<file path="src/hw/rtl/ccc_pkg.sv">
// ---------------------------------------------------------------------------
// ccc_pkg: shared types and constants for the calendar clock counter
// timestamp layout, operation codes and month length lookup
// ---------------------------------------------------------------------------
package ccc_pkg;

  localparam int unsigned SecW   = 6;
  localparam int unsigned MinW   = 6;
  localparam int unsigned HourW  = 5;
  localparam int unsigned DayW   = 5;
  localparam int unsigned MonthW = 4;
  localparam int unsigned YearW  = 16;
  localparam int unsigned OpW    = 2;

  // packed words on the stream, padded to whole bytes
  localparam int unsigned InDataW  = 48;
  localparam int unsigned OutDataW = 48;

  localparam logic [SecW-1:0]   SecLast   = SecW'(59);
  localparam logic [MinW-1:0]   MinLast   = MinW'(59);
  localparam logic [HourW-1:0]  HourLast  = HourW'(23);
  localparam logic [MonthW-1:0] MonthLast = MonthW'(12);
  localparam logic [YearW-1:0]  ResetYear = YearW'(2024);

  localparam logic [DayW-1:0] DaysShort = DayW'(28);
  localparam logic [DayW-1:0] Days30    = DayW'(30);
  localparam logic [DayW-1:0] Days31    = DayW'(31);

  typedef enum logic [OpW-1:0] {
    OP_TICK    = 2'd0,
    OP_LOAD    = 2'd1,
    OP_COMPARE = 2'd2,
    OP_NONE    = 2'd3
  } ccc_op_e;

  // year in the top bits so a plain unsigned compare gives calendar order
  typedef struct packed {
    logic [YearW-1:0]  year;
    logic [MonthW-1:0] month;
    logic [DayW-1:0]   day;
    logic [HourW-1:0]  hour;
    logic [MinW-1:0]   min;
    logic [SecW-1:0]   sec;
  } stamp_t;

  localparam stamp_t StampReset = '{
    year:  ResetYear,
    month: MonthW'(1),
    day:   DayW'(1),
    hour:  '0,
    min:   '0,
    sec:   '0
  };

  function automatic logic [DayW-1:0] month_len(input logic [MonthW-1:0] m);
    logic [DayW-1:0] len;
    len = Days31;
    if (m == MonthW'(2)) begin
      len = DaysShort;
    end else if (m == MonthW'(4) || m == MonthW'(6) || m == MonthW'(9) ||
                 m == MonthW'(11)) begin
      len = Days30;
    end
    return len;
  endfunction

endpackage

</file>
<file path="src/hw/rtl/ccc_clamp.sv">
// ---------------------------------------------------------------------------
// ccc_clamp: field sanitiser for load and compare timestamps
// out-of-range fields are replaced by the first legal value
// ---------------------------------------------------------------------------
module ccc_clamp import ccc_pkg::*; (
  input  stamp_t raw_i,
  output stamp_t clamped_o
);

  logic [MonthW-1:0] month;

  always_comb begin
    month = raw_i.month;
    if (month == '0 || month > MonthLast) begin
      month = MonthW'(1);
    end
    clamped_o       = raw_i;
    clamped_o.month = month;
    if (raw_i.day == '0 || raw_i.day > month_len(month)) begin
      clamped_o.day = DayW'(1);
    end
    if (raw_i.sec > SecLast) begin
      clamped_o.sec = '0;
    end
    if (raw_i.min > MinLast) begin
      clamped_o.min = '0;
    end
    if (raw_i.hour > HourLast) begin
      clamped_o.hour = '0;
    end
  end

endmodule

</file>
<file path="src/hw/rtl/ccc_core.sv">
// ---------------------------------------------------------------------------
// ccc_core: timestamp register with tick, load and compare logic
// state moves on each advance; the updated time and flag are presented
// ---------------------------------------------------------------------------
module ccc_core import ccc_pkg::*; (
  input  logic    clk_i,
  input  logic    rst_ni,
  input  logic    advance_i,
  input  ccc_op_e op_i,
  input  stamp_t  given_i,
  output stamp_t  now_next_o,
  output logic    earlier_o
);

  stamp_t now_q, now_d;
  stamp_t given_clamped;
  stamp_t ticked;

  ccc_clamp u_clamp (
    .raw_i     (given_i),
    .clamped_o (given_clamped)
  );

  // cascaded carry through second, minute, hour, day, month and year
  always_comb begin
    ticked = now_q;
    if (now_q.sec >= SecLast) begin
      ticked.sec = '0;
      if (now_q.min >= MinLast) begin
        ticked.min = '0;
        if (now_q.hour >= HourLast) begin
          ticked.hour = '0;
          if (now_q.day >= month_len(now_q.month)) begin
            ticked.day = DayW'(1);
            if (now_q.month >= MonthLast) begin
              ticked.month = MonthW'(1);
              ticked.year  = now_q.year + YearW'(1);
            end else begin
              ticked.month = now_q.month + MonthW'(1);
            end
          end else begin
            ticked.day = now_q.day + DayW'(1);
          end
        end else begin
          ticked.hour = now_q.hour + HourW'(1);
        end
      end else begin
        ticked.min = now_q.min + MinW'(1);
      end
    end else begin
      ticked.sec = now_q.sec + SecW'(1);
    end
  end

  always_comb begin
    now_d     = now_q;
    earlier_o = 1'b0;
    unique case (op_i)
      OP_TICK:    now_d = ticked;
      OP_LOAD:    now_d = given_clamped;
      OP_COMPARE: earlier_o = (now_q < given_clamped);
      OP_NONE:    now_d = now_q;
      default:    now_d = now_q;
    endcase
  end

  assign now_next_o = now_d;

  always_ff @(posedge clk_i or negedge rst_ni) begin
    if (!rst_ni) begin
      now_q <= StampReset;
    end else if (advance_i) begin
      now_q <= now_d;
    end
  end

endmodule

</file>
<file path="src/hw/rtl/calendar_clock_counter.sv">
// an accepted word passes through the input register, then the result register, before its result is on the stream
// throughput: one word per cycle, limited only by the result stream's tready
// the input register refills in the same cycle that it hands over to the core
// reset: asynchronous, active low; time returns to 00:00:00 on 1 january 2024
// and both stages are emptied
// ---------------------------------------------------------------------------
// calendar_clock_counter: second-resolution clock with calendar
// tick, load and compare words on a stream in, one result word out per word
// ---------------------------------------------------------------------------
module calendar_clock_counter import ccc_pkg::*; (
  input  logic                clk_i,
  input  logic                rst_ni,
  // input stream
  input  logic                s_axis_tvalid,
  output logic                s_axis_tready,
  // sec[5:0] min[11:6] hour[16:12] day[21:17] month[25:22] year[41:26], zero pad
  input  logic [InDataW-1:0]  s_axis_tdata,
  // op[1:0]
  input  logic [OpW-1:0]      s_axis_tuser,
  // result stream
  output logic                m_axis_tvalid,
  input  logic                m_axis_tready,
  // sec[5:0] min[11:6] hour[16:12] day[21:17] month[25:22] year[41:26]
  // earlier[42], zero pad
  output logic [OutDataW-1:0] m_axis_tdata
);

  localparam int unsigned StampW = $bits(stamp_t);

  // input register: holds one accepted word until the core consumes it
  logic    in_valid_q;
  ccc_op_e in_op_q;
  stamp_t  in_stamp_q;

  // result register: decouples the core from result back-pressure
  logic    out_valid_q;
  stamp_t  out_stamp_q;
  logic    out_earlier_q;

  logic    advance;
  stamp_t  now_next;
  logic    earlier;
  stamp_t  in_stamp_d;

  // the core moves a word when the result register is free or being drained
  assign advance       = in_valid_q && (!out_valid_q || m_axis_tready);
  assign s_axis_tready = !in_valid_q || advance;

  // unpack the incoming word, sec in the lowest bits
  assign in_stamp_d = '{
    sec:   s_axis_tdata[5:0],
    min:   s_axis_tdata[11:6],
    hour:  s_axis_tdata[16:12],
    day:   s_axis_tdata[21:17],
    month: s_axis_tdata[25:22],
    year:  s_axis_tdata[41:26]
  };

  always_ff @(posedge clk_i or negedge rst_ni) begin
    if (!rst_ni) begin
      in_valid_q <= 1'b0;
    end else if (s_axis_tready) begin
      in_valid_q <= s_axis_tvalid;
    end
  end

  // payload only, no reset
  always_ff @(posedge clk_i) begin
    if (s_axis_tvalid && s_axis_tready) begin
      in_op_q    <= ccc_op_e'(s_axis_tuser);
      in_stamp_q <= in_stamp_d;
    end
  end

  ccc_core u_core (
    .clk_i      (clk_i),
    .rst_ni     (rst_ni),
    .advance_i  (advance),
    .op_i       (in_op_q),
    .given_i    (in_stamp_q),
    .now_next_o (now_next),
    .earlier_o  (earlier)
  );

  always_ff @(posedge clk_i or negedge rst_ni) begin
    if (!rst_ni) begin
      out_valid_q <= 1'b0;
    end else if (!out_valid_q || m_axis_tready) begin
      out_valid_q <= in_valid_q;
    end
  end

  always_ff @(posedge clk_i) begin
    if (advance) begin
      out_stamp_q   <= now_next;
      out_earlier_q <= earlier;
    end
  end

  // repack with the same field order as the input word
  assign m_axis_tvalid = out_valid_q;
  assign m_axis_tdata  = {
    (OutDataW - StampW - 1)'(0),
    out_earlier_q,
    out_stamp_q.year,
    out_stamp_q.month,
    out_stamp_q.day,
    out_stamp_q.hour,
    out_stamp_q.min,
    out_stamp_q.sec
  };

endmodule

</file>
<file path="config.mk">
export PLATFORM = sky130hd
export DESIGN_NAME = calendar_clock_counter
export DESIGN_NICKNAME = d
export VERILOG_FILES = /design/src/hw/rtl/ccc_pkg.sv /design/src/hw/rtl/ccc_clamp.sv /design/src/hw/rtl/ccc_core.sv /design/src/hw/rtl/calendar_clock_counter.sv
export SDC_FILE = /design/constraint.sdc
export NUM_CORES = 1
export LEC_CHECK = 0
export ABC_AREA = 0
export BUFFER_PORTS_ARGS = -buffer_cell sky130_fd_sc_hd__buf_2
export CAP_MARGIN = 10
export CORE_ASPECT_RATIO = 0.5
export CORE_MARGIN = 1.5
export CORE_UTILIZATION = 40
export CTS_CLUSTER_DIAMETER = 50
export CTS_CLUSTER_SIZE = 10
export DETAILED_ROUTE_END_ITERATION = 6
export SYNTH_ARGS = -nofsm -noshare
export SYNTH_HDL_FRONTEND = slang
export SYNTH_SLANG_ARGS = --single-unit
</file>
<file path="constraint.sdc">
create_clock -name clk_i -period 3.5 [get_ports clk_i]
set_input_delay 0.35 -clock clk_i [delete_from_list [all_inputs] [get_ports clk_i]]
set_output_delay 0.35 -clock clk_i [all_outputs]
set_load 0.02 [all_outputs]
</file>
==> results of run 1 <==
[state kept, by name, indices dropped and copies added, names as in the netlist]
register / flops
in_op_q: 2
in_stamp_q: 42
m_axis_tvalid: 1
in_valid_q: 1
u_core.now_q: 42
m_axis_tdata: 42
out_earlier_q: 1
[repair_timing]
action,in CTS,in global routing
resized for setup,9,18
hold endpoints to repair,0,0
setup buffers,7,0
setup endpoints to repair,1,1
pin swaps,5,6
[how the worst min path moves through the flow]
stage               cells past startpoint  slack, ps                to
global route                            1         60  u_core.now_q[16]
finish                                  1         20  u_core.now_q[11]
CTS                                     1         30  u_core.now_q[16]
global placement                        1        470   u_core.now_q[5]
floorplan                               0         50        in_valid_q
detailed placement                      1        480   u_core.now_q[5]
[final cells by class]
cell class / count / area share, %
repair buffers: 122 / 7.620
clock buffers: 19 / 4.759
clock inverters: 13 / 2.297
well taps: 240 / 3.301
multi-input cells: 526 / 39.75
flip-flops and latches: 131 / 40.95
inverters: 32 / 1.320
[Yosys cell counts (5+ instances only)]
library cell,number
a211oi_1,7
a21oi_1,40
a2bb2oi_1,8
a31oi_1,18
a41oi_1,5
and2_1,6
and3_1,11
buf_2,6
buf_4,7
clkbuf_1,24
dfrtp_1,35
dfstp_2,9
edfxtp_1,87
ha_1,53
inv_1,32
mux2_2,9
nand2_1,81
nand2b_1,9
nand3_1,18
nand4_1,12
nor2_1,45
nor3_1,19
nor4_1,6
o211ai_1,7
o21ai_0,54
o22a_1,17
or4_1,6
[power by group through the flow]
| stage | registers, W | logic, W | clock network, W |
|---|---|---|---|
| 3_5_place_dp | 0.00229 | 0.00133 | 0 |
| 5_1_grt | 0.00232 | 0.00158 | 0.00207 |
| 2_1_floorplan | 0.00227 | 0.000898 | 0 |
| 3_3_place_gp | 0.00229 | 0.00130 | 0 |
| 6_report | 0.00228 | 0.00141 | 0.00197 |
| 4_1_cts | 0.00227 | 0.00136 | 0.00201 |
[worst register-to-register path, cell delays in order, from the launching register on]
cell and delay, ps:
edfxtp_1 430, buf_6 160, nor3_4 190, a31oi_2 70
ha_1 300, nand2_1 60, o211ai_1 110, and3_1 210
ha_1 300, nand2_1 70, or4_4 520, a21oi_4 160
a2111oi_4 120, o311ai_4 240, buf_4 160, a211oi_2 60
[cells by family (layout without fill, tap and decap cells)]
kind of cell,Yosys count,after routing
AOI/OAI and AO/OA,215,215
muxes,11,11
and+or+nand+nor,239,239
xor gates and xnor gates,3,3
buffers and inverters,75,186
adders and majority gates,53,53
other,1,5
DFF,131,131
[per-layer routing]
metal / vias up / routed length (µm) / GRT usage, % / share of wire, %
li1: 2976 / - / - / -
met1: 2990 / 9659 / 30.16 / 48
met2: 205 / 8897 / 32.05 / 44
met3: 27 / 1386 / 5.410 / 6.8
met4: 0 / 306 / 5.755 / 1.5
met5: - / 0 / 0 / 0
[per-stage QoR]
| step | util [%] | TNS [ps] | area [µm²] |
|---|---|---|---|
| after floorplan | - | 0 | 7533 |
| after global placement | 45.02 | -157.2 | 8280 |
| after detailed placement | 45.02 | -185.2 | 8280 |
| after CTS | 48.97 | 0 | 9006 |
| after global routing | 49.46 | -33.85 | 9096 |
| final | 49.46 | 0 | 9096 |
==> reports/summary.txt, run 1 <==
status = complete, no violations
Clk pwr share = 34.9%
commonest non-fill, non-tap cell in the layout = buf_2
Vias = 6,198
Via density = 5.723
die area = 19,680 µm²
routed len/inst = 18.70 µm
top cell type's share of synthesized area = 34.75%
Tot Pwr = 0.005663 W
switch share = 32.54%
Worst path slowest cell = or4_4
Yosys Warn Count = 0
Reg power frac = 40.3%
Skew-Pair Late Insertion Delay = 420 ps
Gate Count Post-Synth = 728
asr flop ratio synth = 33.59%
Slew Viols, Final = 0
layout cell share with drive strength beyond 1 = 23.49%
nets@finish = 937
cell internal pwr = 0.003820 W
initial antenna violation count = 0
largest net degree at the start of global routing = 69
gpl congestion = 0.8950
most frequent cells in the layout = buf_2 (92), edfxtp_1 (87), nand2_1 (80), o21ai_0 (52), ha_1 (51)
grt ovf = 0
Netlist cell types = 69
crit share post-route = 97.34%
Initial Util = 40.88%
GRT Total Usage = 21.17%
critical path depth = 15
post-DP HPWL = 13.74 mm
final WL = 20.25 mm
crit path DAT = 3570 ps
final setup margin = 93.05 ps
crit-path max FO = 3
Leakage = 3.673 nW
worst r2r src = in_stamp_q[22]
Post-synth EDFFs = 87
first-pass GRT wire length = 32.15 mm
Mean Syn Cell Area = 10.33 µm²
combinational share of power = 24.8%
starting DRC count in detailed routing = 533
MaxCap Viol Count = 0
Worst slew margin = 26.49%
element type at the critical path end = flop
Max stage delay on crit path = 520 ps
FF+latch count, synth = 131
hold-fix buffers at CTS = 0
Ports = 104
Worst setup SP type = flop
DIE WIDTH = 196.9 µm
f_max = 293.5 MHz
core footprint = 18,390 µm²
crit path kind = reg -> reg
top_reg_cell synth = edfxtp_1
largest area contributor in the netlist = edfxtp_1
post-synthesis cell area = 7518 µm²
worst vdd ir = 0.4093 mV
vias in the first global route = 6,055
clk slew on worst S/H paths = 60 ps
Multi-input gate area = 3616 µm²
placed cells = 1,047
worst path buffer plus inverter count = 2
die height = 99.95 µm
total CTS buffers = 17
Reg area = 3725 µm²
critical-path cell list = buf_6, nor3_4, a31oi_2, ha_1, nand2_1, o211ai_1, and3_1, ha_1, nand2_1, or4_4, a21oi_4, a2111oi_4, o311ai_4, buf_4, a211oi_2
Synth Area in XOR/XNOR = 0.3495%
Net Sw Power = 0.001843 W
worst r2r path cells = 15
CTS Buffer Depth = 2
Filler Cells Inserted = 1,678
CTS Sinks = 131
Place WS = -185.2 ps
CP Launch Point = in_stamp_q[22]
cell area power density = 622.5 nW/µm²
Simple-Gate Fraction of Synth Area = 15.89%
final std cells w/o fill = 1,083
post-synthesis mux area share = 1.614%
diode count = 0
endpoints failing hold = 0
FF-to-FF End = out_earlier_q
largest family of logic cells by synthesized area = compound AO/OA/AOI/OAI gates
Tightest Pin Transition = 1103 ps
r2r setup slk = 90 ps
Detail Route Antenna Nets = 0
Worst EP required = 3660 ps
adder-cell share of the synthesized area = 8.820%
Min Hold Slack = 19.78 ps
skew final = 13.50 ps
sequential share of the synthesized area = 49.54%
post-route minimum period = 3407 ps
Pre-antenna DRT Iters = 5
final setup vio count = 0
crit path capture = out_earlier_q
row cnt = 35
synth top area cells = edfxtp_1 (35%), dfrtp_1 (12%), ha_1 (8.8%)
CTS root buf = clkbuf_16
DRC violations left = 0
CTS tree = built
# H-tree levels = 4
HP Class = in -> async
Top delay family on crit path = simple AND/OR/NAND/NOR gates
IO Port Bufs = 92
Compound-Gate Fraction of Synth Area = 19.34%
P&R area growth vs syn = 20.99%
Note: power is estimated with default switching activity, not from simulation.
==> inputs of run 2 (changes only) <==
- CORE_UTILIZATION: 40 -> 53
- GPL_ROUTABILITY_DRIVEN: default -> 0
- PLACE_DENSITY: default -> 0.77
==> run 2 against run 1 <==
Net effect: sequential share of layout area grew 1.0 points; register-to-register slack gained 60 ps; critical path type unchanged; largest cell class unchanged; clock skew shrank 5.9 ps; largest power group unchanged; clock power shrank 3%; first-iteration DRC count grew 28%; setup slack gained 61 ps.
==> reports/summary.txt, run 2 (synthesis gave the netlist of run 1 again) <==
f_max = 298.8 MHz (+1.8%)
endpoints failing hold = 0 (unchanged)
crit share post-route = 95.61% (-1.7 points)
Reg area = 3725 µm² (unchanged)
Worst EP required = 3650 ps (about the same)
Pre-antenna DRT Iters = 5 (unchanged)
most used cell, CP = nand2_1
# H-tree levels = 4 (unchanged)
initial antenna violation count = 0 (unchanged)
status = complete, no violations
crit path DAT = 3500 ps (-70 ps)
CTS Sinks = 131 (unchanged)
most frequent cells in the layout = buf_2 (92), edfxtp_1 (87), nand2_1 (81), o21ai_0 (54), ha_1 (52)
vias in the first global route = 6,280 (+3.7%)
Leakage = 3.610 nW (-1.7%)
core footprint = 13,700 µm² (-26%)
Worst slew margin = 25.48% (-1.0 points)
die height = 87.22 µm (-13%)
# Post-CTS Setup Buffers = 0 (-7)
worst path buffer plus inverter count = 2 (unchanged)
CTS Buffer Depth = 2 (unchanged)
final std cells w/o fill = 1,025 (-5.4%)
Via density = 6.306 (+10%)
Slew Viols, Final = 0 (unchanged)
total CTS buffers = 17 (unchanged)
post-route minimum period = 3346 ps (-60.64 ps)
DRC violations left = 0 (unchanged)
DIE WIDTH = 171.4 µm (-13%)
Worst setup SP type = flop
Ports = 104 (unchanged)
final WL = 19.50 mm (-3.7%)
GRT Total Usage = 27.35% (+6.2 points)
CTS tree = built
post-DP HPWL = 12.61 mm (-8.2%)
critical-path cell list = buf_6, nor3_2, a31oi_1, ha_1, nand2_1, o211ai_1, and3_4, ha_4, nand2_1, or4_4, a21oi_2, a2111oi_1, buf_4, o311ai_4, a211oi_2
Worst path slowest cell = or4_4
diode count = 0 (unchanged)
Top delay family on crit path = simple AND/OR/NAND/NOR gates
layout cell share with drive strength beyond 1 = 21.25% (-2.2 points)
routed len/inst = 19.03 µm (+1.8%)
commonest non-fill, non-tap cell in the layout = buf_2
clk slew on worst S/H paths = 60 ps (about the same)
die area = 14,950 µm² (-24%)
IO Port Bufs = 92 (unchanged)
Multi-input gate area = 3548 µm² (-1.9%)
CTS root buf = clkbuf_16
HP Class = in -> reg
RSZ-0062 raised after global routing = false
placed cells = 993 (-5.2%)
Vias = 6,464 (+4.3%)
Skew-Pair Late Insertion Delay = 420 ps (about the same)
P&R area growth vs syn = 18.01%
largest net degree at the start of global routing = 69 (unchanged)
Initial Util = 54.88% (+14 points)
final setup vio count = 0 (unchanged)
Max stage delay on crit path = 510 ps (about the same)
element type at the critical path end = flop
worst vdd ir = 0.2874 mV (-30%)
Detail Route Antenna Nets = 0 (unchanged)
starting DRC count in detailed routing = 682 (+28%)
MaxCap Viol Count = 0 (unchanged)
Tot Pwr = 0.005564 W (-1.7%)
row cnt = 30 (-14%)
cell area power density = 627.1 nW/µm² (+0.74%)
skew final = 7.566 ps (-5.935 ps)
Filler Cells Inserted = 1,044 (-38%)
Tightest Pin Transition = 1118 ps (+15.15 ps)
crit path kind = reg -> reg
grt ovf = 0 (unchanged)
nets@finish = 927 (-1.1%)
crit-path max FO = 5 (+2)
first-pass GRT wire length = 31.33 mm (-2.6%)
## run 2: cell types whose count changed in the layout (fill, tap and decap cells not counted), sizes merged
| cell | previous run | this run |
|---|---|---|
| buf | 122 | 111 |
| clkbuf | 19 | 23 |
| clkinvlp | 3 | 1 |
| bufinv | 5 | 4 |
| dlygate4sd3 | 0 | 1 |
| inv | 33 | 32 |
## run 2: layout make-up
cell class / count / share of cell area [%]
sequential: 131 / 41.98
clock buffer: 23 / 5.274
tap: 192 / 2.708
clock inverter: 9 / 1.735
timing repair buffer: 112 / 6.952
inverter: 32 / 1.354
multi-input combinational: 526 / 39.99
## run 2: stage by stage
step	instance area [µm²]	setup TNS, ps	hold WS [ps]	utilization [%]	setup WS [ps]
6_report	8872	0	103.6	64.76	153.7
5_1_grt	8872	0	92.89	64.76	0.7845
4_1_cts	8831	0	97.94	64.46	16.76
3_5_place_dp	8175	-250.6	403.1	59.67	-250.6
3_3_place_gp	8175	-115.7	401.5	59.67	-115.7
2_1_floorplan	7533	0	54.41	-	132.6
## run 2: per-layer routing
metal  global-route usage, %  wire length (µm)  up-vias
met2                   42.25              8703      354
met4                   11.00               431        0
li1                        -                 -     2955
met1                   37.62              8680     3099
met5                       0                 0        -
met3                   6.088              1687       56
## run 2: worst paths after layout
path,from,to,slack (ps),depth (start not counted)
min,s_axis_tdata[10],in_stamp_q[10],100,1
min in group asynchronous,rst_ni,m_axis_tvalid,500,2
min reg2reg,in_valid_q,m_axis_tvalid,500,1
max reg2reg,in_stamp_q[22],out_earlier_q,150,15
max,in_stamp_q[22],out_earlier_q,150,15
max in group asynchronous,rst_ni,u_core.now_q[17],2180,3
## run 2: repair_timing
| item | 4_1_cts | 5_1_grt |
|---|---|---|
| resized for setup | 4 | 9 |
| pin swaps | 0 | 4 |
| hold endpoints to repair | 20 | 0 |
| hold buffers | 1 | 0 |
| setup endpoints to repair | 1 | 1 |
## run 2: power breakdown
| part | internal (W) | switching [W] |
|---|---|---|
| Sequential | 0.00197 | 0.000315 |
| Clock | 0.00123 | 0.000685 |
| Combinational | 0.000561 | 0.000805 |
## run 2: worst register-to-register path: cells and delay by family, from the launching register on
family                     cells  cell delay [ps]
DFF                            1              450
AOI/OAI and AO/OA              6              750
adders and majority gates      2              550
buffers and inverters          2              320
and+or+nand+nor                5             1010
